===== src/swor_pkg.sv =====
// Shared types and constants for the sliding-window outlier filter.
`default_nettype none

package swor_pkg;

    // Field widths of the sample and result transactions.
    localparam int STAMP_BITS = 31;
    localparam int VALUE_BITS = 24;
    localparam int KEPT_BITS  = 32;

    // Default window length.
    localparam int WINDOW_DEF = 5;

    // Difference of two samples needs one extra bit; its square fits twice the value width.
    localparam int DIFF_BITS = VALUE_BITS + 1;
    localparam int SQ_BITS   = 2 * VALUE_BITS;

    // One incoming sample.
    typedef struct packed {
        logic [STAMP_BITS-1:0]        stamp;
        logic signed [VALUE_BITS-1:0] sample;
        logic                         end_of_stream;
    } sample_t;

    // One kept sample.
    typedef struct packed {
        logic [STAMP_BITS-1:0]        out_stamp;
        logic signed [VALUE_BITS-1:0] out_sample;
        logic                         final_res;
        logic [KEPT_BITS-1:0]         kept_total;
    } result_t;

endpackage

`default_nettype wire


===== src/swor_cell.sv =====
// One window slot: holds a sample, shifts it on, and squares its distance to the centre.
`default_nettype none

module swor_cell (
    input  wire logic                                   clk,
    input  wire logic                                   shift,
    input  wire logic                                   en,
    input  wire logic [swor_pkg::STAMP_BITS-1:0]        load_stamp,
    input  wire logic signed [swor_pkg::VALUE_BITS-1:0] load_value,
    input  wire logic signed [swor_pkg::VALUE_BITS-1:0] centre,
    output logic [swor_pkg::STAMP_BITS-1:0]             stamp,
    output logic signed [swor_pkg::VALUE_BITS-1:0]      value,
    output logic signed [swor_pkg::DIFF_BITS-1:0]       diff,
    output logic [swor_pkg::SQ_BITS-1:0]                sq
);

    logic [swor_pkg::STAMP_BITS-1:0]        stamp_reg;
    logic signed [swor_pkg::VALUE_BITS-1:0] value_reg;
    logic signed [swor_pkg::DIFF_BITS-1:0]  diff_reg;
    logic signed [swor_pkg::DIFF_BITS-1:0]  diff_next;
    logic [swor_pkg::SQ_BITS-1:0]           sq_reg;
    logic [swor_pkg::SQ_BITS-1:0]           sq_next;
    logic [swor_pkg::DIFF_BITS-1:0]         diff_neg;
    logic [swor_pkg::VALUE_BITS-1:0]        mag;

    // Distance to the centre sample and its square; the magnitude always fits the value width.
    always_comb
    begin
        diff_next = $signed({value_reg[swor_pkg::VALUE_BITS-1], value_reg})
                  - $signed({centre[swor_pkg::VALUE_BITS-1], centre});
        diff_neg  = ~diff_next + 1'b1;
        mag       = diff_next[swor_pkg::DIFF_BITS-1] ? diff_neg[swor_pkg::VALUE_BITS-1:0]
                                                     : diff_next[swor_pkg::VALUE_BITS-1:0];
        sq_next   = {{swor_pkg::VALUE_BITS{1'b0}}, mag} * {{swor_pkg::VALUE_BITS{1'b0}}, mag};
    end

    // Sample storage moves one slot along the chain per accepted transaction.
    always_ff @(posedge clk)
    begin
        if (shift)
        begin
            stamp_reg <= load_stamp;
            value_reg <= load_value;
        end
        if (en)
        begin
            diff_reg <= diff_next;
            sq_reg   <= sq_next;
        end
    end

    assign stamp = stamp_reg;
    assign value = value_reg;
    assign diff  = diff_reg;
    assign sq    = sq_reg;

endmodule

`default_nettype wire


===== config.mk =====
export PLATFORM = sky130hd
export DESIGN_NAME = swor_cell
export DESIGN_NICKNAME = d
export VERILOG_FILES = /design/src/swor_pkg.sv /design/src/swor_cell.sv
export SDC_FILE = /design/constraint.sdc
export NUM_CORES = 1
export LEC_CHECK = 0
export BUFFER_PORTS_ARGS = -buffer_cell sky130_fd_sc_hd__buf_2
export CAP_MARGIN = 40
export CORE_MARGIN = 4
export CORE_UTILIZATION = 50
export CTS_BUF_LIST = sky130_fd_sc_hd__clkbuf_4 sky130_fd_sc_hd__clkbuf_8
export DETAILED_ROUTE_END_ITERATION = 8
export PLACE_DENSITY = 0.74
export RECOVER_POWER = 50
export SLEW_MARGIN = 15
export SYNTH_ARGS = -nofsm -noshare
export SYNTH_HDL_FRONTEND = slang
export SYNTH_SLANG_ARGS = --single-unit

===== constraint.sdc =====
create_clock -name clk -period 17.6 [get_ports clk]
set_input_delay 3.52 -clock clk [delete_from_list [all_inputs] [get_ports clk]]
set_output_delay 3.52 -clock clk [all_outputs]
set_load 0.01 [all_outputs]

**Word-level counts from Yosys, hierarchy flattened**

Cells that the tools add are included.

- Bits of input ports: 82
- Output and inout bits: 128
- Register bits: 128
- Logic and storage cells: 9

- Multipliers: 1
- Bitwise logic cells: 1
- $add $sub $neg: 2
- Multiplexer cells: 1

Operator list:

| kind | count |
|---|---|
| multiplier 24 x 24 -> 48 bit | 1 |
| subtractor 24 x 24 -> 25 bit | 1 |
| adder 24 x 1 -> 24 bit, second input constant | 1 |
| two-way mux 24 bit | 1 |
| inverter 24 bit | 1 |

**Depth between registers and ports, before layout**

- Word-level depth: 5
- Mapped depth: 42
- Gate-level depth less buffers: 41

**Least setup slack after synthesis**

Ideal clock, no wire load.

- Path kind: input port to flip-flop
- From: input port centre[0] (netlist name)
- To: register sq_reg, in the netlist sq[44] (data pin)
- Setup slack: 4.841 ns
- Data required time: 17.335 ns
- Stages: 35
- Buffers on the path: 1
- Arrival time: 12.494 ns
- Cell sequence: ha_1 -> fa_1 -> nor2b_1 -> o31a_1 -> o21a_1 -> a21oi_4 -> o311ai_1 -> o21ai_1 -> a31oi_4 -> nor2_1 -> xnor2_2 -> inv_1 -> buf_2 -> nor2_1 -> fa_1 -> fa_1 -> fa_1 -> inv_1 -> fa_1 -> fa_1 -> inv_1 -> fa_1 -> fa_1 -> ha_1 -> o21a_1 -> o211ai_1 -> a21oi_1 -> a211oi_1 -> nor4_1 -> o41ai_2 -> o31ai_1 -> a211o_1 -> a31oi_1 -> o21ai_0 -> xor2_1

- Longest elaborated chain between the ends: 5

RTL lines:

| element | RTL line | RTL |
|---|---|---|
| start: declaration | swor_cell.sv:10 | `input wire logic signed [swor_pkg::VALUE_BITS-1:0] centre,` |
| subtractor 24 x 24 -> 25 bit * | swor_cell.sv:30 | `- $signed({centre[swor_pkg::VALUE_BITS-1], centre});` |
| inverter 24 bit | swor_cell.sv:31 | `diff_neg = ~diff_next + 1'b1;` |
| adder 24 x 1 -> 24 bit | swor_cell.sv:31 |  |
| two-way mux 24 bit * | swor_cell.sv:32 | `mag = diff_next[swor_pkg::DIFF_BITS-1] ? diff_neg[swor_pkg::VALUE_BITS-1:0]` |
| multiplier 24 x 24 -> 48 bit * | swor_cell.sv:34 | `sq_next = {{swor_pkg::VALUE_BITS{1'b0}}, mag} * {{swor_pkg::VALUE_BITS{1'b0}}, mag};` |
| via sq_next, one bit | swor_cell.sv:22 | `logic [swor_pkg::SQ_BITS-1:0] sq_next;` |
| end signal: assignment | swor_cell.sv:48 | `sq_reg <= sq_next;` |
| end: declaration | swor_cell.sv:21 | `logic [swor_pkg::SQ_BITS-1:0] sq_reg;` |

Mark *: on every way through the listed nets, which the timed path passes. The rest lies on a longest branch.
A chain may end at the register's enable or synchronous reset.

**Worst setup path after layout**

- From: input port centre[0] (netlist name)
- To: register sq_reg, in the netlist sq[44] (data pin)

RTL lines:

| element | RTL line | RTL |
|---|---|---|
| subtractor 24 x 24 -> 25 bit | swor_cell.sv:30 |  |
| via diff_next, one bit | swor_cell.sv:20 | `logic signed [swor_pkg::DIFF_BITS-1:0] diff_next;` |
| two-way mux 24 bit | swor_cell.sv:32 |  |
| multiplier 24 x 24 -> 48 bit | swor_cell.sv:34 |  |
| via sq_next, one bit | swor_cell.sv:22 |  |

The timed path passes the listed nets, and every way through them passes these cells.

==> impl_metrics.toml <==
[clock_network]
clk_pin_slew_ns = 0.09
clock-root-buffer = "clkbuf_8"
clock_path_buffers = 2
cts_tree = "built"
h-tree-depth = 4
clock_latency_ns = 0.50
numCtsBuffers = 17
ctsResizeCount = 0
cts.sinks = 126
ctsHoldBuffers = 0
post_cts_buffers = 0

[setup_path]
crit_type = "in -> reg"
cpPeakStageDelay_ns = 0.71
cpMostUsedCell = "fa_1"
cp-startpoint = "centre[0]"
end_kind = "flop"
worstPathArrival_ns = 15.43
path_max_fanout = 25
slowest_stage = "xor2_2"
critPathLaunchType = "input port"
crit_required_ns = 17.85
reg2reg_from = "value[0]$_DFFE_PP_"

[yosys]
netlist_area_um2 = 21700
avgSynthCellArea_um2 = 9.98
yosysTopAreaCell = "fa_1"
synth_common_cells = "inv_1 (570), fa_1 (423), nor2_1 (196), ha_1 (193), nand2_1 (159)"
ys_ff_latch = 126
synth_ff_type = "edfxtp_1"
async_flop_share_pct = 0
synthMostInstantiatedCell = "inv_1"
synth_nets = 2871
yosysWarnings = 0
synth_cell_types = 83
synth.top_cells.by_area = "fa_1 (39%), edfxtp_1 (17%), ha_1 (11%), inv_1 (9.9%), nor2_1 (3.4%)"
synthesis.instances = 2173
synth_edf_count = 126
synth_top_area_share_pct = 39.1
synth_seq_area_share_pct = 17.5

[grt]
grt_overflow = 0
grt_pass1_vias = 17322
globalRoute.busiestLayer = "met2"
grt_antenna_before_repair = 0
use_met2_pct = 42.8
grt_start_max_net_pins = 60
use_met3_pct = 3.70
use_met1_pct = 31.9
grt_pass1_wl_um = 91000
grt_use_total_pct = 24.7

[hold_path]
hold_class = "reg -> reg"
min_from = "value[13]$_DFFE_PP_"

[route]
wl_per_cell_um = 18.5
dr.pass1.iters = 6
drc_errors = 0
ant_nets = 0
via_count = 15685
wl_um = 55000
vias_per_cell = 5.29
first_iter_violations = 1031

[run_status]
violations = "capacitance limit, slew limit"
status = "complete, but fails checks"

[floorplanning]
ios = 210
die_h_um = 216
core_um2 = 43000
rows = 76
start_util_pct = 50.4
chipWidth_um = 216
die-area_um2 = 46800

[sta]
period_share_pct = 86.3
skew_ns = 0.0193
relSlewSlack_pct = -125
setup_viol = 0
worst_pin_slew_ns = 3.37
hold_viol_final = 0
finalMaxSlewViolations = 96
fin_crit_ns = 15.19
fin_tns_setup_ns = 0
rsz0062_at_grt = "false"
max_freq_mhz = 65.8

[placed_design]
finalWeightedCongestion = 0.956
numPortBuffers = 208
dpl.hpwl_um = 45700

[cells_and_area]
largest_register_ffs = 46
antennaDiodeCount = 0
nets = 3068
syn_to_final_growth_pct = 9.56
drive_gt1_share_pct = 13.4
fillers = 3768

[job]
cap_violations = 2
## kinds of logic (layout without fill, tap and decap cells)
group                      after synthesis  in the layout  synth area share, %
adders and majority gates              616            616                 50.2
AOI/OAI and AO/OA                      225            225                 7.08
DFF                                    126            126                 17.5
and+or+nand+nor                        484            484                 10.0
muxes                                    1              1               0.0462
other                                    1              1               0.0173
xor gates and xnor gates                84             84                 3.77
buffers and inverters                  636            845                 11.4
## per-stage QoR
step	setup WS (ns)	util [%]	instance area [um2]	hold slack [ns]	instances
5_1_grt	1.88	55.3	23800	1.03	2967
4_1_cts	2.64	55.3	23800	0.980	2965
3_5_place_dp	2.06	54.4	23400	0.953	2934
2_1_floorplan	4.84	-	21700	0.869	2173
6_report	2.41	55.3	23800	0.987	2967
3_3_place_gp	2.43	54.3	23300	0.950	2928
## critical path: cells and delay by family
kind | cells | cell delay (ns)
adders and majority gates | 10 | 4.42
xor gates and xnor gates | 2 | 0.88
AOI/OAI and AO/OA | 15 | 4.30
and+or+nand+nor | 4 | 0.93
buffers and inverters | 6 | 1.37
## per-layer routing
| metal | share of wire, % | vias to the layer above |
|---|---|---|
| li1 | - | 7060 |
| met3 | 6.5 | 125 |
| met4 | 3.5 | 0 |
| met1 | 40 | 7908 |
| met5 | 0 | - |
| met2 | 50 | 592 |
## final cells by class
type | count | area, um2 | area share (%)
Clock buffer | 17 | 234 | 0.985
Timing Repair Buffer | 236 | 1230 | 5.19
Tap cell | 585 | 732 | 3.08
Multi-Input combinational cell | 1411 | 15400 | 65.0
Clock inverter | 14 | 158 | 0.664
Inverter | 578 | 2170 | 9.13
Sequential cell | 126 | 3780 | 15.9
## path summary, 6_finish.rpt
path,end,slack [ns],cells after the start
setup / recovery,sq[44]$_DFFE_PP_,2.41,37
hold / removal,diff[13]$_DFFE_PP_,0.99,2
setup reg to reg,sq[44]$_DFFE_PP_,5.13,37
hold reg to reg,diff[13]$_DFFE_PP_,0.99,2
## placed cells by master, fill, tap and decap left out, drive strengths merged, types with 9 or more instances in the layout
master  instances
a21oi          84
xnor2          59
nor2b          10
a21o           17
buf           223
clkbuf         29
ha            193
nand2         161
edfxtp        126
xor2           25
a31oi           9
nand2b         14
nor3           19
nor2          209
or2            15
o21ai          38
inv           582
o21a           10
nand3          14
nand4          11
fa            423
Power is left out: the tool's default activity adds up to more than one toggle a clock period on the data nets, which glitch-free logic cannot reach.
