[config.mk]
export PLATFORM = sky130hd
export DESIGN_NAME = swor_judge
export DESIGN_NICKNAME = d
export VERILOG_FILES = /design/src/swor_pkg.sv /design/src/swor_judge.sv
export SDC_FILE = /design/constraint.sdc
export NUM_CORES = 2
export LEC_CHECK = 0
export BUFFER_PORTS_ARGS = -buffer_cell sky130_fd_sc_hd__buf_2
export CAP_MARGIN = 25
export CORE_MARGIN = 5
export CORE_UTILIZATION = 40
export CTS_BUF_LIST = sky130_fd_sc_hd__clkbuf_8
export DETAILED_ROUTE_END_ITERATION = 16
export PLACE_DENSITY = 0.58
export SLEW_MARGIN = 20
export SYNTH_ARGS = -nofsm -noshare
export SYNTH_HDL_FRONTEND = slang
export SYNTH_SLANG_ARGS = --single-unit
export TNS_END_PERCENT = 20
[constraint.sdc]
create_clock -name clk -period 11.7 [get_ports clk]
set_input_delay 2.34 -clock clk [delete_from_list [all_inputs] [get_ports clk]]
set_output_delay 2.34 -clock clk [all_outputs]
set_load 0.005 [all_outputs]
[src/swor_pkg.sv]
// Shared types and constants for the sliding-window outlier filter.
`default_nettype none

package swor_pkg;

    // Field widths of the sample and result transactions.
    localparam int STAMP_BITS = 31;
    localparam int VALUE_BITS = 24;
    localparam int KEPT_BITS  = 32;

    // Default window length.
    localparam int WINDOW_DEF = 5;

    // Difference of two samples needs one extra bit; its square fits twice the value width.
    localparam int DIFF_BITS = VALUE_BITS + 1;
    localparam int SQ_BITS   = 2 * VALUE_BITS;

    // One incoming sample.
    typedef struct packed {
        logic [STAMP_BITS-1:0]        stamp;
        logic signed [VALUE_BITS-1:0] sample;
        logic                         end_of_stream;
    } sample_t;

    // One kept sample.
    typedef struct packed {
        logic [STAMP_BITS-1:0]        out_stamp;
        logic signed [VALUE_BITS-1:0] out_sample;
        logic                         final_res;
        logic [KEPT_BITS-1:0]         kept_total;
    } result_t;

endpackage

`default_nettype wire

[src/swor_judge.sv]
// Window statistics: sums the distances and squares, then compares 2*D^2 against WINDOW*A.
`default_nettype none

module swor_judge #(
    parameter int WINDOW = swor_pkg::WINDOW_DEF
) (
    input  wire logic                                  clk,
    input  wire logic                                  en,
    input  wire logic signed [swor_pkg::DIFF_BITS-1:0] diff [WINDOW],
    input  wire logic [swor_pkg::SQ_BITS-1:0]          sq [WINDOW],
    output logic                                       keep
);

    localparam int SUM_GROW  = $clog2(WINDOW);
    localparam int D_BITS    = swor_pkg::DIFF_BITS + SUM_GROW;
    localparam int DMAG_BITS = swor_pkg::VALUE_BITS + SUM_GROW;
    localparam int A_BITS    = swor_pkg::SQ_BITS + SUM_GROW;
    localparam int L_BITS    = 2 * DMAG_BITS;
    localparam int R_BITS    = A_BITS + $clog2(WINDOW + 1);
    localparam int CMP_BITS  = (L_BITS + 1 > R_BITS) ? L_BITS + 1 : R_BITS;

    logic signed [D_BITS-1:0] d_reg;
    logic signed [D_BITS-1:0] d_next;
    logic [A_BITS-1:0]        a_reg;
    logic [A_BITS-1:0]        a_next;
    logic [D_BITS-1:0]        d_neg;
    logic [DMAG_BITS-1:0]     d_mag;
    logic [L_BITS-1:0]        l_reg;
    logic [L_BITS-1:0]        l_next;
    logic [R_BITS-1:0]        r_reg;
    logic [R_BITS-1:0]        r_next;

    // Sum of distances and sum of squared distances over the window.
    always_comb
    begin
        d_next = '0;
        a_next = '0;
        for (int i = 0; i < WINDOW; i++)
        begin
            d_next = d_next
                   + $signed({{SUM_GROW{diff[i][swor_pkg::DIFF_BITS-1]}}, diff[i]});
            a_next = a_next + {{SUM_GROW{1'b0}}, sq[i]};
        end
    end

    // Square of the distance sum and the scaled sum of squares.
    always_comb
    begin
        d_neg  = ~d_reg + 1'b1;
        d_mag  = d_reg[D_BITS-1] ? d_neg[DMAG_BITS-1:0] : d_reg[DMAG_BITS-1:0];
        l_next = {{DMAG_BITS{1'b0}}, d_mag} * {{DMAG_BITS{1'b0}}, d_mag};
        r_next = R_BITS'(a_reg) * R_BITS'(WINDOW);
    end

    always_ff @(posedge clk)
    begin
        if (en)
        begin
            d_reg <= d_next;
            a_reg <= a_next;
            l_reg <= l_next;
            r_reg <= r_next;
        end
    end

    // The centre sample lies strictly inside one standard deviation.
    assign keep = CMP_BITS'({l_reg, 1'b0}) < CMP_BITS'(r_reg);

endmodule

`default_nettype wire

Word level (Yosys, flattened, before mapping)
Cells that the tools add are included.

storage, ports and cells
  bits in registers = 187
  bits of input ports = 367
  output and inout port bits = 1
  logic and storage cells = 18

operators by class
  add/sub/neg operators = 9
  $mul = 2
  magnitude comparators = 1
  muxes and demuxes = 1
  bitwise gates (word level) = 1

operators with widths
  operator                                                              count
  55-bit by 54-bit < comparator with 1-bit output                       1
  27-bit by 27-bit multiplier with 54-bit output                        1
  51-bit by 3-bit multiplier with 54-bit output, second input constant  1
  50-bit by 48-bit adder with 51-bit output                             1
  51-bit by 48-bit adder with 51-bit output                             1
  49-bit by 48-bit adder with 50-bit output                             1
  48-bit by 48-bit adder with 49-bit output                             1
  27-bit by 25-bit adder with 28-bit output                             1
  28-bit by 25-bit adder with 28-bit output                             1
  26-bit by 25-bit adder with 27-bit output                             1
  27-bit by 1-bit adder with 27-bit output, second input constant       1
  27-bit two-way mux                                                    1
  27-bit NOT                                                            1
  25-bit by 25-bit adder with 26-bit output                             1

Logic depth before layout (Yosys ltp)
  depth in word-level cells = 4
  gate-level depth with buffers = 37

Worst setup path after synthesis
No wires, ideal clock.

  path type = reg2reg
  start point = register d_reg[7]
  end point = register l_reg[47] (data pin)
  setup time = 0.263 ns
  arrival = 8.765 ns
  data required time = 11.437 ns
  setup slack = 2.672 ns
  stages on the path, launching flop included = 32
  path buffers = 2
  clock period less this slack = 9.028 ns
  path through = edfxtp_1 or4_4 or4_4 nor3_2 a21boi_0 xor2_1 clkinv_1 buf_2 nor2_1 fa_1 fa_1 fa_1 inv_1 fa_1 inv_1 fa_1 fa_1 inv_1 fa_1 inv_1 ha_1 buf_1 nand2_1 nor2_1 o2111a_1 o31a_1 o2111ai_1 o2bb2ai_1 o41a_1 o21ai_0 a31oi_1 xnor2_1

between the ends
  word-level cells in the longest chain between the ends = 4

ends and longest elaborated chain
  what                                              RTL line          text
  start: declaration                                swor_judge.sv:22  logic signed [D_BITS-1:0] d_reg;
  start signal: assignment                          swor_judge.sv:59  d_reg <= d_next;
  27-bit NOT                                        swor_judge.sv:49  d_neg = ~d_reg + 1'b1;
  27-bit by 1-bit adder with 27-bit output          swor_judge.sv:49
  27-bit two-way mux *                              swor_judge.sv:50  d_mag = d_reg[D_BITS-1] ? d_neg[DMAG_BITS-1:0] : d_reg[DMAG_BITS-1:0];
  27-bit by 27-bit multiplier with 54-bit output *  swor_judge.sv:51  l_next = {{DMAG_BITS{1'b0}}, d_mag} * {{DMAG_BITS{1'b0}}, d_mag};
  named net l_next[47]                              swor_judge.sv:29  logic [L_BITS-1:0] l_next;
  end signal: assignment                            swor_judge.sv:61  l_reg <= l_next;
  end: declaration                                  swor_judge.sv:28  logic [L_BITS-1:0] l_reg;

The timed path passes the listed nets; every way through them passes the cells marked *.
A chain may end at the register's enable or synchronous reset.

Final worst setup path
  start point = register d_reg[0]
  end point = register l_reg[52] (data pin)

Same word-level chain as after synthesis.

==> impl_results.md <==
* Type of the worst setup path: reg -> reg
* H-tree depth at 4
* Share of post-route cells with drive strength above 1 at 11.20%
* Die footprint at 104,300 sq um
* Portion of the clock cycle consumed by the worst path in the final layout at 86.78%
* Multi-input gate area in the final layout at 29,960 sq um
* Number of global-route vias before repair at roughly 30,000
* Synth Cell Area at between 30,000 and 40,000 sq um
* Most frequent standard cell in the layout excluding fill and tap cells: inv_1
* Main area contributors after synthesis: fa_1 (40%), edfxtp_1 (14%), ha_1 (14%), inv_1 (8.3%), xnor2_1 (3.0%)
* Number of endpoints failing setup at the final stage at 0
* Post-synth top flop: edfxtp_1
* CP bufs+invs at 10
* Number of vias per cell at 4.973
* Min Tclk post-route at 10.15 ns
* Count of pins on the block boundary at 368
* Cts bufs inserted at 17
* Final design utilization at 44.33%
* Non-filler instance count after layout at 5,545
* FFs w/ async S/R, synth at 0%
* Detailed-route via count at between 20,000 and 30,000
* Hold/Removal Path Class: reg -> reg
* Number of hold-slack violations in the final timing report at 0
* Net count of the finished layout at 5,818
* Highest clock rate at 98.49 MHz
* Slowest-stage cell, CP: edfxtp_1
* Number of cells on the worst reg-to-reg path at 35
* Max-slew violation total from the final report at 0
* First-pass GRT wire length at 159,300 um
* Data arrival time of the critical path at ~10 ns
* Cell type contributing the most total cell area after synthesis: fa_1
* Layout overhead on the synthesized area at 9.767%
* Standard cell area after detailed placement at around 43,000 sq um
* Number of antenna violations at the first check in global routing at 3
* Hold buffer count at CTS at 0
* Unrepaired setup endpoints after global routing: no
* Accumulated negative setup slack at 0 ns
* Core Box Area at 96,990 sq um
* Weighted congestion reported at the end of routability-driven placement at about 0.95
* Total area of sequential cells at between 5000 and 6000 sq um
* Placed wire-length estimate after detailed placement at 81,700 um
* Clock skew at 0.03957 ns
* Number of flip-flops under the largest register name at 54
* Clock sinks at about 190
* Drt wl/cell at 17.55 um
* Total wire length after detailed routing at a little under 100,000 um
* Slew margin rel. at 33.60%
* MaxCap Viol Count at 0
* Transition time of the tightest slew-check pin at 0.9949 ns
* Critical-path maximum fanout at 17
* Total routing resource utilization after global routing at 19.32%
* Starting utilization of the core area at around 40%
* Fill cell total of the finished layout at 9,509
* Kind of end point of the critical path: flop
* Ys Warns at 0
* Worst-skew pair later-pin latency at ~0.56 ns
* FF-to-FF End: l_reg[52]
* Nets in the synthesized netlist at 5,502
* DRC violation count after routing at 0
* Kind of cell adding the most delay to the critical path: adder cells
* Sequential cell area fraction in the yosys report at 14.26%
* Cell row count at 114
* Number of distinct library cells after synthesis at 72
* Startpoint of the most critical register-to-register path: d_reg[0]
* Initial DRC count at 1,397
* Critical path's most frequent cell: inv_1
* Antenna-violating nets left at 0
* Root Buffer: clkbuf_8
* Horiz. Die Dim at 322.9 um
* Result of the run: completed
* Clock input transition at the sequential cells of the worst setup and hold paths at 0.11 ns
* CTS tree: built
* Final instance area at 43,000 sq um
* CTS resizes at 0
* Clock buffer depth at 2
* Hold path endpoint: r_reg[1]
* Number of buffers added on ports at 367
* Vertical die dimension at roughly 320 um
* Required time of the critical path at 11.99 ns
* Largest net degree at the start of global routing at 80
* Number of flops mapped to enable cells by yosys at around 190
* Proportion of netlist area held by the largest area contributor at 39.50%
* Maximum single-stage delay on the critical path at roughly 0.70 ns
* Setup slack of the worst register-to-register path at around 1.5 ns
* Number of logic stages on the critical path including buffering at 35
* Congestion Overflow GR at 0
* Commonest cells after routing, fill and taps aside: inv_1 (871), fa_1 (773), ha_1 (423)
* Pre-antenna DRT Iters at 6
* Synthesis-stage register bit count at 186
* Hold Crit Start: a_reg[1]
* Number of setup buffers added after CTS at 0
* Post-Syn Instances at 3,939
* Dpl cells at between 5,000 and 6,000
* Syn Area/Cell at 9.945 sq um
* Startpoint kind of the worst setup timing path: flop
* Cell depth of the worst min-delay path at 0
==> cells by family (layout without fill, tap and decap cells) <==
group           count (synthesis)  after routing  synth area share, %
fa+ha+maj                    1196           1196                53.02
xor+xnor                      199            199                4.526
simple gates                  767            767                8.787
flops                         186            186                14.26
mux                             2              2              0.05430
buf+inv                       991           1319                9.569
other cells                     0              2                    0
compound gates                598            598                9.790
==> area by class of cell <==
class	count	share of cell area, %
inverter	884	7.717
timing repair buffer	404	4.938
clock inverter	14	0.4132
clock buffer	17	0.5441
sequential	186	12.99
tap	1276	3.713
antenna	2	0.01164
multi-input combinational	2762	69.67
==> worst reg2reg max path: cells and delay by family (launching register included) <==
kind | cells | cell delay [ns]
adders and majority gates | 9 | 4.25
DFF | 1 | 0.70
buffers and inverters | 10 | 1.54
and+or+nand+nor | 4 | 0.88
xor gates and xnor gates | 2 | 0.25
AOI/OAI and AO/OA | 10 | 2.30
==> metrics by stage <==
step                hold slack [ns]  worst slack (ns)
global placement             0.4524             1.732
detailed placement           0.4663             1.610
finish                       0.4827             1.547
floorplan                    0.4334             2.672
CTS                          0.4903             1.531
global route                 0.5045            0.9459
==> synth_stat cells, drive strengths merged, types with 8 or more instances <==
cell and number:
nand2 295, ha 423, nand2b 26, o31a 8, a31oi 28, a21o 115
nand4 41, nand3 34, nor3 19, clkbuf 84, o21a 20, xnor2 137
edfxtp 186, and3 15, nor2 251, xor2 62, inv 880, or3 11
nor2b 33, o21bai 32, fa 773, a21oi 194, o21ai 99, o31ai 16
o211ai 8, a211oi 14, buf 23
==> how the worst max path moves through the flow <==
stage / from / to / slack, ns
finish: d_reg[0] / l_reg[52] / 1.55
global route: d_reg[0] / l_reg[47] / 0.95
CTS: d_reg[0] / l_reg[51] / 1.53
detailed placement: d_reg[0] / l_reg[47] / 1.61
global placement: d_reg[0] / l_reg[47] / 1.73
floorplan: d_reg[7] / l_reg[47] / 2.67
==> layer usage <==
layer  up-vias  global-route usage (%)  part of all wire, %
li1      13161                       -                    -
met1     13532                   25.93                   44
met2       787                   33.09                   48
met3        97                   3.735                  6.8
met4         0                   3.648                  1.9
met5         -                       0                    0
Power is not shown: default switching activity piles up to over one toggle a cycle in this logic, so the estimate is an artifact.
