==> config.mk <==
export PLATFORM = sky130hd
export DESIGN_NAME = swor_emit
export DESIGN_NICKNAME = d
export VERILOG_FILES = /design/src/swor_pkg.sv /design/src/swor_emit.sv
export SDC_FILE = /design/constraint.sdc
export NUM_CORES = 1
export LEC_CHECK = 0
export BUFFER_PORTS_ARGS = -buffer_cell sky130_fd_sc_hd__buf_2
export CAP_MARGIN = 20
export CORE_MARGIN = 3
export CORE_UTILIZATION = 50
export DETAILED_ROUTE_END_ITERATION = 16
export GPL_TIMING_DRIVEN = 1
export PLACE_DENSITY_LB_ADDON = 0.08
export SETUP_SLACK_MARGIN = 0.15
export SYNTH_ARGS = -nofsm -noshare
export SYNTH_HDL_FRONTEND = slang
export SYNTH_SLANG_ARGS = --single-unit
==> constraint.sdc <==
create_clock -name clk -period 10.4 [get_ports clk]
set_clock_uncertainty 0.05 [all_clocks]
set_input_delay 0.52 -clock clk [delete_from_list [all_inputs] [get_ports clk]]
set_output_delay 0.52 -clock clk [all_outputs]
set_load 0.01 [all_outputs]
==> src/swor_pkg.sv <==
// Shared types and constants for the sliding-window outlier filter.
`default_nettype none

package swor_pkg;

    // Field widths of the sample and result transactions.
    localparam int STAMP_BITS = 31;
    localparam int VALUE_BITS = 24;
    localparam int KEPT_BITS  = 32;

    // Default window length.
    localparam int WINDOW_DEF = 5;

    // Difference of two samples needs one extra bit; its square fits twice the value width.
    localparam int DIFF_BITS = VALUE_BITS + 1;
    localparam int SQ_BITS   = 2 * VALUE_BITS;

    // One incoming sample.
    typedef struct packed {
        logic [STAMP_BITS-1:0]        stamp;
        logic signed [VALUE_BITS-1:0] sample;
        logic                         end_of_stream;
    } sample_t;

    // One kept sample.
    typedef struct packed {
        logic [STAMP_BITS-1:0]        out_stamp;
        logic signed [VALUE_BITS-1:0] out_sample;
        logic                         final_res;
        logic [KEPT_BITS-1:0]         kept_total;
    } result_t;

endpackage

`default_nettype wire

==> src/swor_emit.sv <==
// Result sequencer: sends a job's kept samples, one per cycle unless stalled, with the kept count.
`default_nettype none

module swor_emit #(
    parameter  int WINDOW   = swor_pkg::WINDOW_DEF,
    localparam int LEAD     = (WINDOW - 1) / 2,
    localparam int SEL_BITS = $clog2(LEAD + 1)
) (
    input  wire logic                                   clk,
    input  wire logic                                   rst_n,
    input  wire logic                                   job_valid,
    output logic                                        job_ready,
    input  wire logic [LEAD:0]                          job_mask,
    input  wire logic                                   job_eos,
    input  wire logic [swor_pkg::STAMP_BITS-1:0]        job_stamp [LEAD+1],
    input  wire logic signed [swor_pkg::VALUE_BITS-1:0] job_value [LEAD+1],
    output logic                                        result_valid,
    input  wire logic                                   result_ready,
    output swor_pkg::result_t                           result_item
);

    logic [LEAD:0]                          mask_reg;
    logic [LEAD:0]                          mask_next;
    logic [LEAD:0]                          mask_after;
    logic [LEAD:0]                          low_bit;
    logic                                   eos_reg;
    logic [swor_pkg::STAMP_BITS-1:0]        stamp_reg [LEAD+1];
    logic signed [swor_pkg::VALUE_BITS-1:0] value_reg [LEAD+1];
    logic                                   result_valid_reg;
    logic                                   result_valid_next;
    swor_pkg::result_t                      item_reg;
    swor_pkg::result_t                      item_next;
    logic [swor_pkg::KEPT_BITS-1:0]         kept_reg;
    logic [swor_pkg::KEPT_BITS-1:0]         kept_next;
    logic [swor_pkg::KEPT_BITS-1:0]         kept_inc;
    logic [SEL_BITS-1:0]                    sel;
    logic                                   out_free;
    logic                                   emit;
    logic                                   is_final;
    logic                                   load;

    // Oldest pending sample goes first.
    always_comb
    begin
        sel = '0;
        for (int j = LEAD; j >= 0; j--)
        begin
            if (mask_reg[j])
            begin
                sel = SEL_BITS'(j);
            end
        end
        low_bit = (LEAD + 1)'(1) << sel;
    end

    // Handshake between the pending job and the output register.
    always_comb
    begin
        out_free   = !result_valid_reg || result_ready;
        emit       = (|mask_reg) && out_free;
        mask_after = emit ? (mask_reg & ~low_bit) : mask_reg;
        job_ready  = (mask_after == '0);
        load       = job_ready && job_valid;
        mask_next  = job_ready ? (job_valid ? job_mask : '0) : mask_after;
    end

    // Output transaction and the saturating kept count, which restarts after the final one.
    always_comb
    begin
        kept_inc          = (kept_reg == '1) ? kept_reg : kept_reg + 1'b1;
        is_final          = eos_reg && (sel == SEL_BITS'(LEAD));
        result_valid_next = emit ? 1'b1 : (result_ready ? 1'b0 : result_valid_reg);
        kept_next         = emit ? (is_final ? '0 : kept_inc) : kept_reg;
        item_next         = item_reg;
        if (emit)
        begin
            item_next.out_stamp  = stamp_reg[sel];
            item_next.out_sample = value_reg[sel];
            item_next.final_res  = is_final;
            item_next.kept_total = kept_inc;
        end
    end

    always_ff @(posedge clk or negedge rst_n)
    begin
        if (!rst_n)
        begin
            mask_reg         <= '0;
            result_valid_reg <= 1'b0;
            kept_reg         <= '0;
        end
        else
        begin
            mask_reg         <= mask_next;
            result_valid_reg <= result_valid_next;
            kept_reg         <= kept_next;
        end
    end

    always_ff @(posedge clk)
    begin
        item_reg <= item_next;
        if (load)
        begin
            eos_reg <= job_eos;
            for (int j = 0; j <= LEAD; j++)
            begin
                stamp_reg[j] <= job_stamp[j];
                value_reg[j] <= job_value[j];
            end
        end
    end

    assign result_valid = result_valid_reg;
    assign result_item  = item_reg;

endmodule

`default_nettype wire

Yosys cells after proc, flatten, opt, wreduce, memory -nomap -nowiden --
Memory sizes are Yosys's and may differ from the RTL's. A register that Yosys moved wholly into a read port is not among the register bits. Cells that the tools add are included.
Storage, ports and cells: logic and storage cells 34, register bits 70, bits in writable memories 165, output and inout bits 90, bits of input ports 173, memories kept 2
Cells by class: bitwise operators 2, reductions and logical operators 8, shift-type cells 1, muxes and demuxes 12, equal/unequal tests 2, add/sub/neg operators 1
Memories:
- stamp_reg | depth 3, width 31, read ports 1, clocked after Yosys merged registers in 1, write ports 3, line swor_emit.sv:27 | logic [swor_pkg::STAMP_BITS-1:0] stamp_reg [LEAD+1];
- value_reg | depth 3, width 24, read ports 1, clocked after Yosys merged registers in 1, write ports 3, line swor_emit.sv:28 | logic signed [swor_pkg::VALUE_BITS-1:0] value_reg [LEAD+1];
Operators by type and width (number):
- 32-bit 2-to-1 mux | 2
- 32-bit by 1-bit adder with 32-bit output (second input constant) | 1
- 32-bit equality test (second input constant) | 1
- 3-bit 2-to-1 mux | 3
- 2-bit 2-to-1 mux | 3
- 1-bit 2-to-1 mux | 4
- 3-bit bitwise AND | 1
- 1-bit logical AND | 3
- 3-bit logical NOT | 1
- 3-bit NOT | 1
- 3-bit OR reduction | 1
- 1-bit by 2-bit << shifter with 3-bit output (first input constant) | 1
- 2-bit equality test (second input constant) | 1
- 2-bit nonzero test | 1
- 1-bit logical NOT | 1
- 1-bit logical OR | 1

Logic depth before layout (Yosys ltp) --
Gate-level depths: netlist of the first run.
depth after elaboration 11, gate-level depth with buffers 9, depth with buffers taken out 6

Worst setup path after synthesis of the first run --
No wires, ideal clock.
path kind input to register, from input result_ready, to register eos_reg (enable), slack 4.474 ns, stages on the path 5, library setup time 0.546 ns, required time 9.804 ns, data arrival time 5.330 ns, buffers on the path 1, cells stage by stage nor2b_1 -> clkbuf_1 -> maj3_1 -> o21ai_0 -> and2_1
Between the ends: cells in the longest elaborated chain, start to end 5
RTL lines:
- start, declared | line swor_emit.sv:18 | input wire logic result_ready,
- 1-bit logical OR | line swor_emit.sv:59 | out_free = !result_valid_reg || result_ready;
- 1-bit logical AND | line swor_emit.sv:60 | emit = (|mask_reg) && out_free;
- 3-bit 2-to-1 mux | line swor_emit.sv:61 | mask_after = emit ? (mask_reg & ~low_bit) : mask_reg;
- 3-bit logical NOT | line swor_emit.sv:62 | job_ready = (mask_after == '0);
- named net job_ready | line swor_emit.sv:12 | output logic job_ready,
- 1-bit logical AND | line swor_emit.sv:63 | load = job_ready && job_valid;
- named net load | line swor_emit.sv:40 | logic load;
- end signal, assigned | line swor_emit.sv:105 | eos_reg <= job_eos;
- end, declared | line swor_emit.sv:26 | logic eos_reg;
The timed path passes the listed nets, and every way through them passes these cells. A chain may end at the register's enable or synchronous reset.

Worst setup path in the final report of the first run --
from register mask_reg[1], to register kept_reg[6] (netlist bit)
Between the ends: cells in the longest elaborated chain, start to end 5, elaborated cells on any way between the ends 7, those cells by class 1 x eq/ne; 3 x mux; 3 x reduce/logical
RTL lines:
- start, declared | line swor_emit.sv:22 | logic [LEAD:0] mask_reg;
- start signal, assigned | line swor_emit.sv:94 | mask_reg <= mask_next;
- 2-bit 2-to-1 mux (2 in a row) | line swor_emit.sv:48 | if (mask_reg[j])
- 2-bit equality test | line swor_emit.sv:71 | is_final = eos_reg && (sel == SEL_BITS'(LEAD));
- 1-bit logical AND | line swor_emit.sv:71
- 32-bit 2-to-1 mux | line swor_emit.sv:73 | kept_next = emit ? (is_final ? '0 : kept_inc) : kept_reg;
- end signal, assigned | line swor_emit.sv:96 | kept_reg <= kept_next;
- end, declared | line swor_emit.sv:33 | logic [swor_pkg::KEPT_BITS-1:0] kept_reg;
Parallel ways exist; a longest one is shown, timed or not.

==> metrics.txt, run 1 <==
run status=finished clean; Setup CP Type=flip-flop to flip-flop; Hold Buf Count CTS=0; final hold slack=0.0391 ns; Synth Instances=770; Largest register FFs=93; Final Hold Fails=0; Synth area leaders=edfxtp_1 67%, dfrtp_1 7.9%, mux2i_1 4.8%, nand2_1 3.3%, o21ai_0 3.1%; Starting Density=51.6%; top cell type's share of synthesized area=66.7%; all-layer global routing usage=between 10% and 20%; Critical Path Sink=kept_reg[6]; FFs w/ async S/R, synth=12.4%; Final setup viols=0; H-tree depth=1; Num CTS Buffers=31; FMAX=324 MHz; #FFs+latches synth=290; die area=24,700 µm²; fraction of layout cells with a size suffix above 1=31.2%; final WL=24,100 µm; reg2reg path depth=6; crit path buf inv count=2; first-pass detailed-route iteration total=5; I/O Buffers=262; fillcell total=1,732; Mapped Nets=approximately 940; Crit path largest cell delay=roughly 0.75 ns; Setup crit start kind=flip-flop; Cell Rows=54; Util after Layout=63.2%; Least-Margin Pin Slew=slightly above 1 ns; critical path data arrival time=about 3.5 ns; worst r2r dst=kept_reg[6]; Placer Congestion=0.859; Layout area overhead=22.4%; Avg Cell Area, Syn=14.9 µm²; drt via density=5.29; post-layout min period=3.09 ns; reg2reg setup slack=7.31 ns; final instance area=14,000 µm²; Hold Path Class=input port to asynchronous set/reset pin; worst path required time=approximately 11 ns; die width=roughly 160 µm; worst-skew pair later-pin latency=0.56 ns; CP max FO=69; hpwl dp=15,900 µm; library cells used by synthesis=56; Clock Tree Root=clkbuf_16; ANT nets after route=0; commonest non-fill, non-tap cells in the layout=262 x buf_2, 254 x edfxtp_1, 102 x nand2_1; DR iter-0 viols=about 440; CORE AREA=22,200 µm²; DRC=0; commonest non-fill, non-tap cell in the layout=buf_2; Leak=0.00559 µW; number of synthesized flops with an enable pin=254; DP Area=13,000 µm²; fin. max-slew vios=0; crit path capture type=flip-flop; Non-Filler Instances=1,336; RSZ-0062 raised after global routing=no; total number of vias=7,068; max cap viols=0; CP delay by family, top=buffers and inverters; critical path's slowest cell=buf_4; CP startpoint=mask_reg[1]; largest net degree at the start of global routing=112; Placed Cells=1,276; initial antenna violation count=8; prevailing post-synth register cell=edfxtp_1; global-route wire length before repair=37,200 µm; io pins=263; critical-path cell list=nor3_1 -> or2_2 -> inv_4 -> buf_4 -> o21ai_0 -> a22o_1; CTS tree=yes; vias in the first global route=roughly 7,000; Synth Warn #=0; Slew headroom=about a third; CTS Buffer Depth=3; Layout Nets=1,204; post-synth top area cell=edfxtp_1; Seq/Total Area, Yosys=74.5%; setup bufs post-CTS=0; R2R Path Start=mask_reg[1]; Die H=157 µm; clock sinks=290; power density over the cells=roughly 300 nW/µm²; critical path depth=6; worst ir drop on vdd=0.000180 V; Tcrit/Tclk final=29.7%; CTS resizes=0; Routed WL per cell=18.1 µm; Post-Syn Area=11,400 µm²; total grt overflow=0; TNS Setup=0 ns; Clock Pin Slew Worst Setup and Hold Paths=0.06 ns
## logic make-up (layout without fill, tap and decap cells)
logic type / after synthesis / count (layout) / share of synthesized area (%)
other cells: 0 / 4 / 0
flops: 290 / 290 / 74.5
xor+xnor: 30 / 30 / 2.30
simple gates: 209 / 209 / 8.97
fa+ha+maj: 2 / 2 / 0.197
compound gates: 129 / 129 / 7.05
mux: 56 / 56 / 4.91
buf+inv: 54 / 336 / 2.02
## synthesized netlist by cell type (3+ instances only)
| master | instances |
|---|---|
| xnor2_1 | 17 |
| and2_1 | 6 |
| o21ai_0 | 70 |
| o211ai_1 | 5 |
| nand3_1 | 17 |
| o31ai_1 | 6 |
| nor4_1 | 3 |
| nor3_1 | 11 |
| a21oi_1 | 11 |
| dfrtp_1 | 36 |
| buf_2 | 13 |
| buf_4 | 3 |
| or4_1 | 5 |
| nand2_1 | 102 |
| clkbuf_1 | 22 |
| a41oi_1 | 4 |
| a32o_1 | 4 |
| o41a_1 | 3 |
| edfxtp_1 | 254 |
| mux2i_1 | 55 |
| and4_1 | 5 |
| nand4_1 | 9 |
| o41ai_1 | 3 |
| and3_1 | 8 |
| nor2_1 | 24 |
| or3_1 | 6 |
| inv_1 | 13 |
| a22o_1 | 4 |
| xor2_1 | 13 |
| a31o_2 | 4 |
## cell type report
type	instances	area, µm²	share of cell area (%)
tap	280	350	2.50
antenna	4	10.0	0.0715
inverter	13	51.3	0.366
sequential	290	8530	60.9
clock inverter	19	204	1.46
multi-input combinational	426	2700	19.3
clock buffer	36	795	5.67
timing repair buffer	268	1370	9.77
## power breakdown
| part | switching, µW | internal, µW |
|---|---|---|
| sequential | 164 | 1810 |
| combinational | 719 | 394 |
| clock | 429 | 643 |
| total | 1310 | 2850 |
## worst min-delay path by stage
stage	startpoint	endpoint	slack, ns	cells after the start
finish	rst_n	kept_reg[25]	0.04	1
global route	job_stamp[69]	stamp_reg[0][7]	0.05	1
CTS	job_stamp[45]	stamp_reg[1][14]	0.05	1
floorplan	rst_n	kept_reg[0]	0.17	0
global placement	value_reg[2][4]	result_item[37]	0.45	2
detailed placement	value_reg[2][16]	result_item[49]	0.46	2
## stage by stage
stage,power [µW],setup WS (ns)
6_report,4160,7.31
5_1_grt,4420,6.99
4_1_cts,4220,7.25
3_5_place_dp,3130,7.14
3_3_place_gp,3100,7.18
2_1_floorplan,2750,4.47
## worst reg2reg max path, cell delays in order, from the launching register on
cell,delay [ns]
dfrtp_1,0.52
nor3_1,0.10
or2_2,0.53
inv_4,0.43
buf_4,0.76
o21ai_0,0.32
a22o_1,0.27
## layer usage
layer | share of wire, % | global-route usage [%]
met5 | 0.20 | 0
met4 | 2.9 | 6.40
met3 | 7.9 | 6.10
met2 | 49 | 31.4
met1 | 40 | 24.6
Note: power is estimated with default switching activity, not from simulation.
==> run 2, diff against run 1 <==
==> constraint.sdc (replaced) <==
create_clock -name clk -period 2.9 [get_ports clk]
set_clock_uncertainty 0.05 [all_clocks]
set_input_delay 0.145 -clock clk [delete_from_list [all_inputs] [get_ports clk]]
set_output_delay 0.145 -clock clk [all_outputs]
set_load 0.01 [all_outputs]
==> run 2 against run 1 <==
  * First-iteration DRC count increased by 4.3%
  * Design area increased by 13%
  * Count of clock-buffer cells in the layout is 5 higher
  * Non-clock buffer count grew 185
  * Setup slack lost 7.0 ns
  * Sequential cell count unchanged
  * Critical path depth unchanged
  * Critical endpoint is now result_item[11]
==> metrics.txt, run 2 (same netlist as run 1, synthesis figures left out) <==
run status=finished clean; post-layout min period=2.55 ns (-0.536 ns); I/O Buffers=262 (unchanged); Cell Rows=54 (unchanged); CORE AREA=22,200 µm² (unchanged); largest net degree at the start of global routing=111 (-0.89%); H-tree depth=1 (unchanged); DR iter-0 viols=461 (+4.3%); clock sinks=290 (unchanged); drt via density=5.22 (-1.3%); sequential fraction of design power=46.7% (-0.8 points); Largest register FFs=93 (unchanged); die area=24,700 µm² (unchanged); ANT nets after route=0 (unchanged); crit path capture type=flip-flop; Clk network pwr share=23.9% (-1.9 points); Slew headroom=29.5% (-3.2 points); Setup crit start kind=flip-flop; Final Hold Fails=0 (unchanged); initial antenna violation count=3 (-5); Clock Tree Root=clkbuf_16; RSZ-0062 raised after global routing=no; Starting Density=51.6% (unchanged); Comb pwr share=29.4% (+2.7 points); Layout Nets=1,388 (+15%); total number of vias=7,946 (+12%); Least-Margin Pin Slew=1.06 ns (+0.0473 ns); CP dominant cell by count=and4_1; DRC=0 (unchanged); vias in the first global route=8,334 (+19%); Internal=10,300 µW (+260%); global-route wire length before repair=43,500 µm (+17%); worst ir drop on vdd=0.000637 V (+250%); Util after Layout=71.5% (+8.3 points); Setup CP Type=flip-flop to flip-flop; crit path buf inv count=0 (-2); Die H=157 µm (unchanged); all-layer global routing usage=22.4% (+3.2 points); CTS tree=yes; setup bufs post-CTS=0 (unchanged); Routed WL per cell=18.3 µm (+1.3%); io pins=263 (unchanged); CP max FO=13 (-81%); worst path required time=3.15 ns (-7.64 ns); Layout area overhead=38.5%; Clock Pin Slew Worst Setup and Hold Paths=0.06 ns (about the same); first-pass detailed-route iteration total=4 (-1); critical path data arrival time=2.80 ns (-0.68 ns); Crit path largest cell delay=0.45 ns (-0.30 ns); Placed Cells=1,287 (+0.86%); Hold Path Class=input port to asynchronous set/reset pin; CP delay by family, top=simple AND/OR/NAND/NOR gates; Final setup viols=0 (unchanged); Tcrit/Tclk final=88.0% (+58 points); total grt overflow=0 (unchanged); fin. max-slew vios=0 (unchanged); worst-skew pair later-pin latency=0.55 ns (about the same); die width=157 µm (unchanged); max cap viols=0 (unchanged); fraction of layout cells with a size suffix above 1=27.6% (-3.6 points); CTS Buffer Depth=3 (unchanged); FMAX=392 MHz (+21%); Placer Congestion=0.827 (-3.7%); commonest non-fill, non-tap cell in the layout=buf_2; Num CTS Buffers=30 (-3.2%); power density over the cells=959 nW/µm² (+220%); critical-path cell list=ha_1 -> and4_1 -> and4_1 -> nand3_1 -> and2_1 -> xnor2_1; fillcell total=1,497 (-14%); switching power=4870 µW (+270%); critical path's slowest cell=nand3_1; hpwl dp=16,400 µm (+3.1%); Leak=0.00636 µW (+14%); final WL=27,800 µm (+15%); Non-Filler Instances=1,521 (+14%); sw frac=32.0% (+0.50 points); commonest non-fill, non-tap cells in the layout=262 x buf_2, 254 x edfxtp_1, 175 x dlygate4sd3_1
-- run 2: cell count changes in the layout (fill, tap and decap cells not counted), sizes merged, moves of 3 or more --
cell / change
buf: +10
bufinv: -3
clkbuf: +5
clkinv: -3
clkinvlp: +3
dlygate4sd3: +175
-- run 2: worst register-to-register path, delay by kind of cell (launching register included) --
kind / cells / cell delay (ns)
DFF: 1 / 0.43
xor gates and xnor gates: 1 / 0.12
adders and majority gates: 1 / 0.27
and+or+nand+nor: 4 / 1.44
-- run 2: timing repair --
item	CTS	global route
hold endpoints to repair	206	0
hold buffers	175	0
endpoints found under the setup margin	0	1
gates resized for setup	0	1
-- run 2: through the flow --
step | total power (µW) | hold slack [ns] | setup TNS [ns] | setup WS, ns | area [µm²]
floorplan | 9730 | -0.201 | -0.613 | -0.00369 | 11500
global placement | 11300 | 0.271 | 0 | 0.427 | 13100
detailed placement | 11400 | 0.273 | 0 | 0.410 | 13100
CTS | 15300 | 0.184 | 0 | 0.247 | 15800
global route | 16100 | 0.211 | 0 | 0.158 | 15800
finish | 15200 | 0.208 | 0 | 0.349 | 15800
-- run 2: path summary, 6_finish.rpt --
path / start / slack, ns / cells after the start / to
min in group clk: job_valid / 0.21 / 2 / value_reg[2][6]
setup / recovery: kept_reg[0] / 0.35 / 6 / result_item[11]
hold / removal: rst_n / 0.21 / 2 / kept_reg[28]
max in group asynchronous: rst_n / 2.02 / 2 / mask_reg[2]
hold reg to reg: value_reg[2][7] / 0.47 / 2 / result_item[40]
setup reg to reg: kept_reg[0] / 0.35 / 6 / result_item[11]
-- run 2: area by class of cell --
type	instances	area [µm²]	share of cell area, %
well taps	280	350	2.21
repair buffers	453	3260	20.6
diodes	3	7.51	0.0474
multi-input cells	426	2720	17.1
clock inverters	15	105	0.663
flip-flops and latches	290	8530	53.8
inverters	13	51.3	0.324
clock buffers	41	833	5.26
-- run 2: metal layers --
| metal | global-route usage (%) | routed length [µm] | vias up |
|---|---|---|---|
| met1 | 27.8 | 10800 | 3812 |
| met4 | 7.48 | 818 | 2 |
| met3 | 5.83 | 2030 | 60 |
| met5 | 0 | 9 | - |
| li1 | - | - | 3791 |
| met2 | 38.5 | 14200 | 281 |
-- run 2: power groups by stage --
stage / sequential [µW] / clock [µW] / combinational, µW
2_1_floorplan: 7350 / 0 / 2370
3_3_place_gp: 7100 / 0 / 4230
3_5_place_dp: 7160 / 0 / 4280
4_1_cts: 7090 / 3710 / 4500
5_1_grt: 7260 / 3880 / 4960
6_report: 7100 / 3630 / 4470
==> run 3, diff against run 2 <==
--- a/config.mk
+++ b/config.mk
@@ -11,7 +11,7 @@
 export CORE_UTILIZATION = 50
 export DETAILED_ROUTE_END_ITERATION = 16
 export GPL_TIMING_DRIVEN = 1
-export PLACE_DENSITY_LB_ADDON = 0.08
+export PLACE_DENSITY = 0.75
 export SETUP_SLACK_MARGIN = 0.15
 export SYNTH_ARGS = -nofsm -noshare
 export SYNTH_HDL_FRONTEND = slang
==> run 3 against run 2 <==
  * Wire length grew 19%
  * Via count grew 8.1%
  * Sequential power grew 1%
  * Largest cell class unchanged
  * Cell count about the same
  * Non-clock buffer count up 2
==> metrics.txt, run 3 (same netlist as run 1, synthesis figures left out) <==
run status=finished clean; antenna cells=0 (-3); Non-Filler Instances=1,520 (-0.066%); CTS Buffer Depth=3 (unchanged); CTS tree=yes; post-layout min period=2.59 ns (+0.0399 ns); CP dominant cell by count=and4_1; Leak=0.00641 µW (+0.72%); met1 Use GR=35.0% (+7.2 points); clock sinks=290 (unchanged); worst ir drop on vdd=0.000692 V (+8.5%); all-layer global routing usage=26.4% (+4.0 points); critical path's slowest cell=nand3_1; Layout area overhead=39.1%; Starting Density=51.6% (unchanged); Num CTS Buffers=30 (unchanged); hpwl dp=17,600 µm (+7.1%); DP Area=13,200 µm² (+0.11%); first-pass detailed-route iteration total=5 (+1); Crit path largest cell delay=0.44 ns (about the same); HP Start=job_valid; die area=24,700 µm² (unchanged); reg2reg path depth=6 (unchanged); worst r2r dst=result_item[11]; final instance area=15,900 µm² (+0.43%); Placer Congestion=0.885 (+7.1%); Hold Buf Count CTS=175 (unchanged); DRC=0 (unchanged); drt via density=5.65 (+8.2%); final WL=33,000 µm (+19%); io pins=263 (unchanged); Setup CP Type=flip-flop to flip-flop; FMAX=386 MHz (-1.5%); hold endpoint=value_reg[2][4]; RSZ-0062 raised after global routing=no; Least-Margin Pin Slew=0.894 ns (-0.164 ns); Final Hold Fails=0 (unchanged); CTS resizes=0 (unchanged); largest net degree at the start of global routing=111 (unchanged); Placed Cells=1,289 (+0.16%); worst-skew pair later-pin latency=0.59 ns (+0.04 ns); ANT nets after route=0 (unchanged); fraction of layout cells with a size suffix above 1=27.5% (-0.13 points); commonest non-fill, non-tap cells in the layout=262 x buf_2, 254 x edfxtp_1, 175 x dlygate4sd3_1; CP max FO=13 (unchanged); DR iter-0 viols=786 (+70%); Seq. cell area=8530 µm² (unchanged); critical-path cell list=ha_1 -> and4_1 -> and4_1 -> nand3_1 -> and2_1 -> xnor2_1; Min-Delay Path Depth=2; Layout Nets=1,390 (+0.14%); most used routing layer=met2; critical path data arrival time=2.83 ns (+0.03 ns); Die H=157 µm (unchanged); met2 Use GR=43.2% (+4.7 points); total grt overflow=0 (unchanged); Setup crit start kind=flip-flop; fillcell total=1,321 (-12%); Routed WL per cell=21.7 µm (+19%); commonest non-fill, non-tap cell in the layout=buf_2; R2R Path Start=kept_reg[0]; Clock Tree Root=clkbuf_16; met3 usage=5.94% (+0.11 points); fin. max-slew vios=0 (unchanged); die width=157 µm (unchanged); setup bufs post-CTS=0 (unchanged); reg2reg setup slack=0.31 ns (-0.04 ns); Slew headroom=40.4% (+11 points); CORE AREA=22,200 µm² (unchanged); Setup WS post-layout=0.309 ns (-0.0399 ns); worst path required time=3.13 ns (-0.02 ns); H-tree depth=1 (unchanged); Tcrit/Tclk final=89.3% (+1.4 points); Hold Path Class=input port to flip-flop; Largest register FFs=93 (unchanged); worst slack, placed=0.378 ns (-0.0317 ns); initial antenna violation count=0 (-3); crit path capture type=flip-flop; vias in the first global route=8,651 (+3.8%); total number of vias=8,589 (+8.1%); power density over the cells=996 nW/µm² (+3.9%); Multi-input gate area=2710 µm² (about the same); Final setup viols=0 (unchanged); Clock Pin Slew Worst Setup and Hold Paths=0.06 ns (about the same); max cap viols=0 (unchanged); Cell Rows=54 (unchanged); global-route wire length before repair=49,900 µm (+15%); I/O Buffers=262 (unchanged)
-- run 3: cell count changes in the layout (fill, tap and decap cells not counted), moves of 2 or more --
| cell | change |
|---|---|
| clkinv_1 | +3 |
| buf_4 | +2 |
| diode_2 | -3 |
| clkinvlp_4 | -4 |
| bufinv_16 | +3 |
-- run 3: final cells by class --
cell class              instances  share of cell area [%]
repair buffers                455                    20.6
flip-flops and latches        290                    53.6
clock inverters                18                    1.32
inverters                      13                   0.322
well taps                     280                    2.20
clock buffers                  38                    4.97
multi-input cells             426                    17.0
-- run 3: how the worst max path moves through the flow --
stage | start | slack (ns) | cells after the start | endpoint
6_report | kept_reg[0] | 0.31 | 6 | result_item[11]
5_1_grt | kept_reg[0] | 0.15 | 6 | result_item[11]
4_1_cts | kept_reg[0] | 0.35 | 6 | result_item[11]
3_5_place_dp | kept_reg[0] | 0.38 | 6 | result_item[11]
3_3_place_gp | kept_reg[0] | 0.47 | 6 | kept_reg[17]
2_1_floorplan | result_valid | -0.004 | 5 | eos_reg
-- run 3: critical path, delay by kind of cell, from the launching register on --
family / cells / cell delay, ns
XOR/XNOR: 1 / 0.14
AND/OR/NAND/NOR: 4 / 1.42
flip-flops: 1 / 0.43
adder cells (fa/ha/maj): 1 / 0.29
-- run 3: routing by layer --
layer / routed length (µm) / up-vias
li1: - / 3805
met1: 12400 / 4160
met4: 1410 / 0
met5: 0 / -
met2: 16200 / 524
met3: 3030 / 100
-- run 3: stage by stage --
stage               hold WS (ns)  util [%]  setup TNS [ns]  total power [µW]
global placement           0.252      59.4               0             11400
global route               0.102      71.8               0             16600
floorplan                 -0.201         -          -0.613              9730
detailed placement         0.252      59.4               0             11500
finish                    0.0977      71.8               0             15900
CTS                        0.108      71.8               0             15500
-- run 3: power breakdown --
| part | switching (µW) | total (µW) | internal (µW) |
|---|---|---|---|
| clock network | 1650 | 3940 | 2290 |
| registers | 687 | 7170 | 6480 |
| logic | 2990 | 4750 | 1770 |
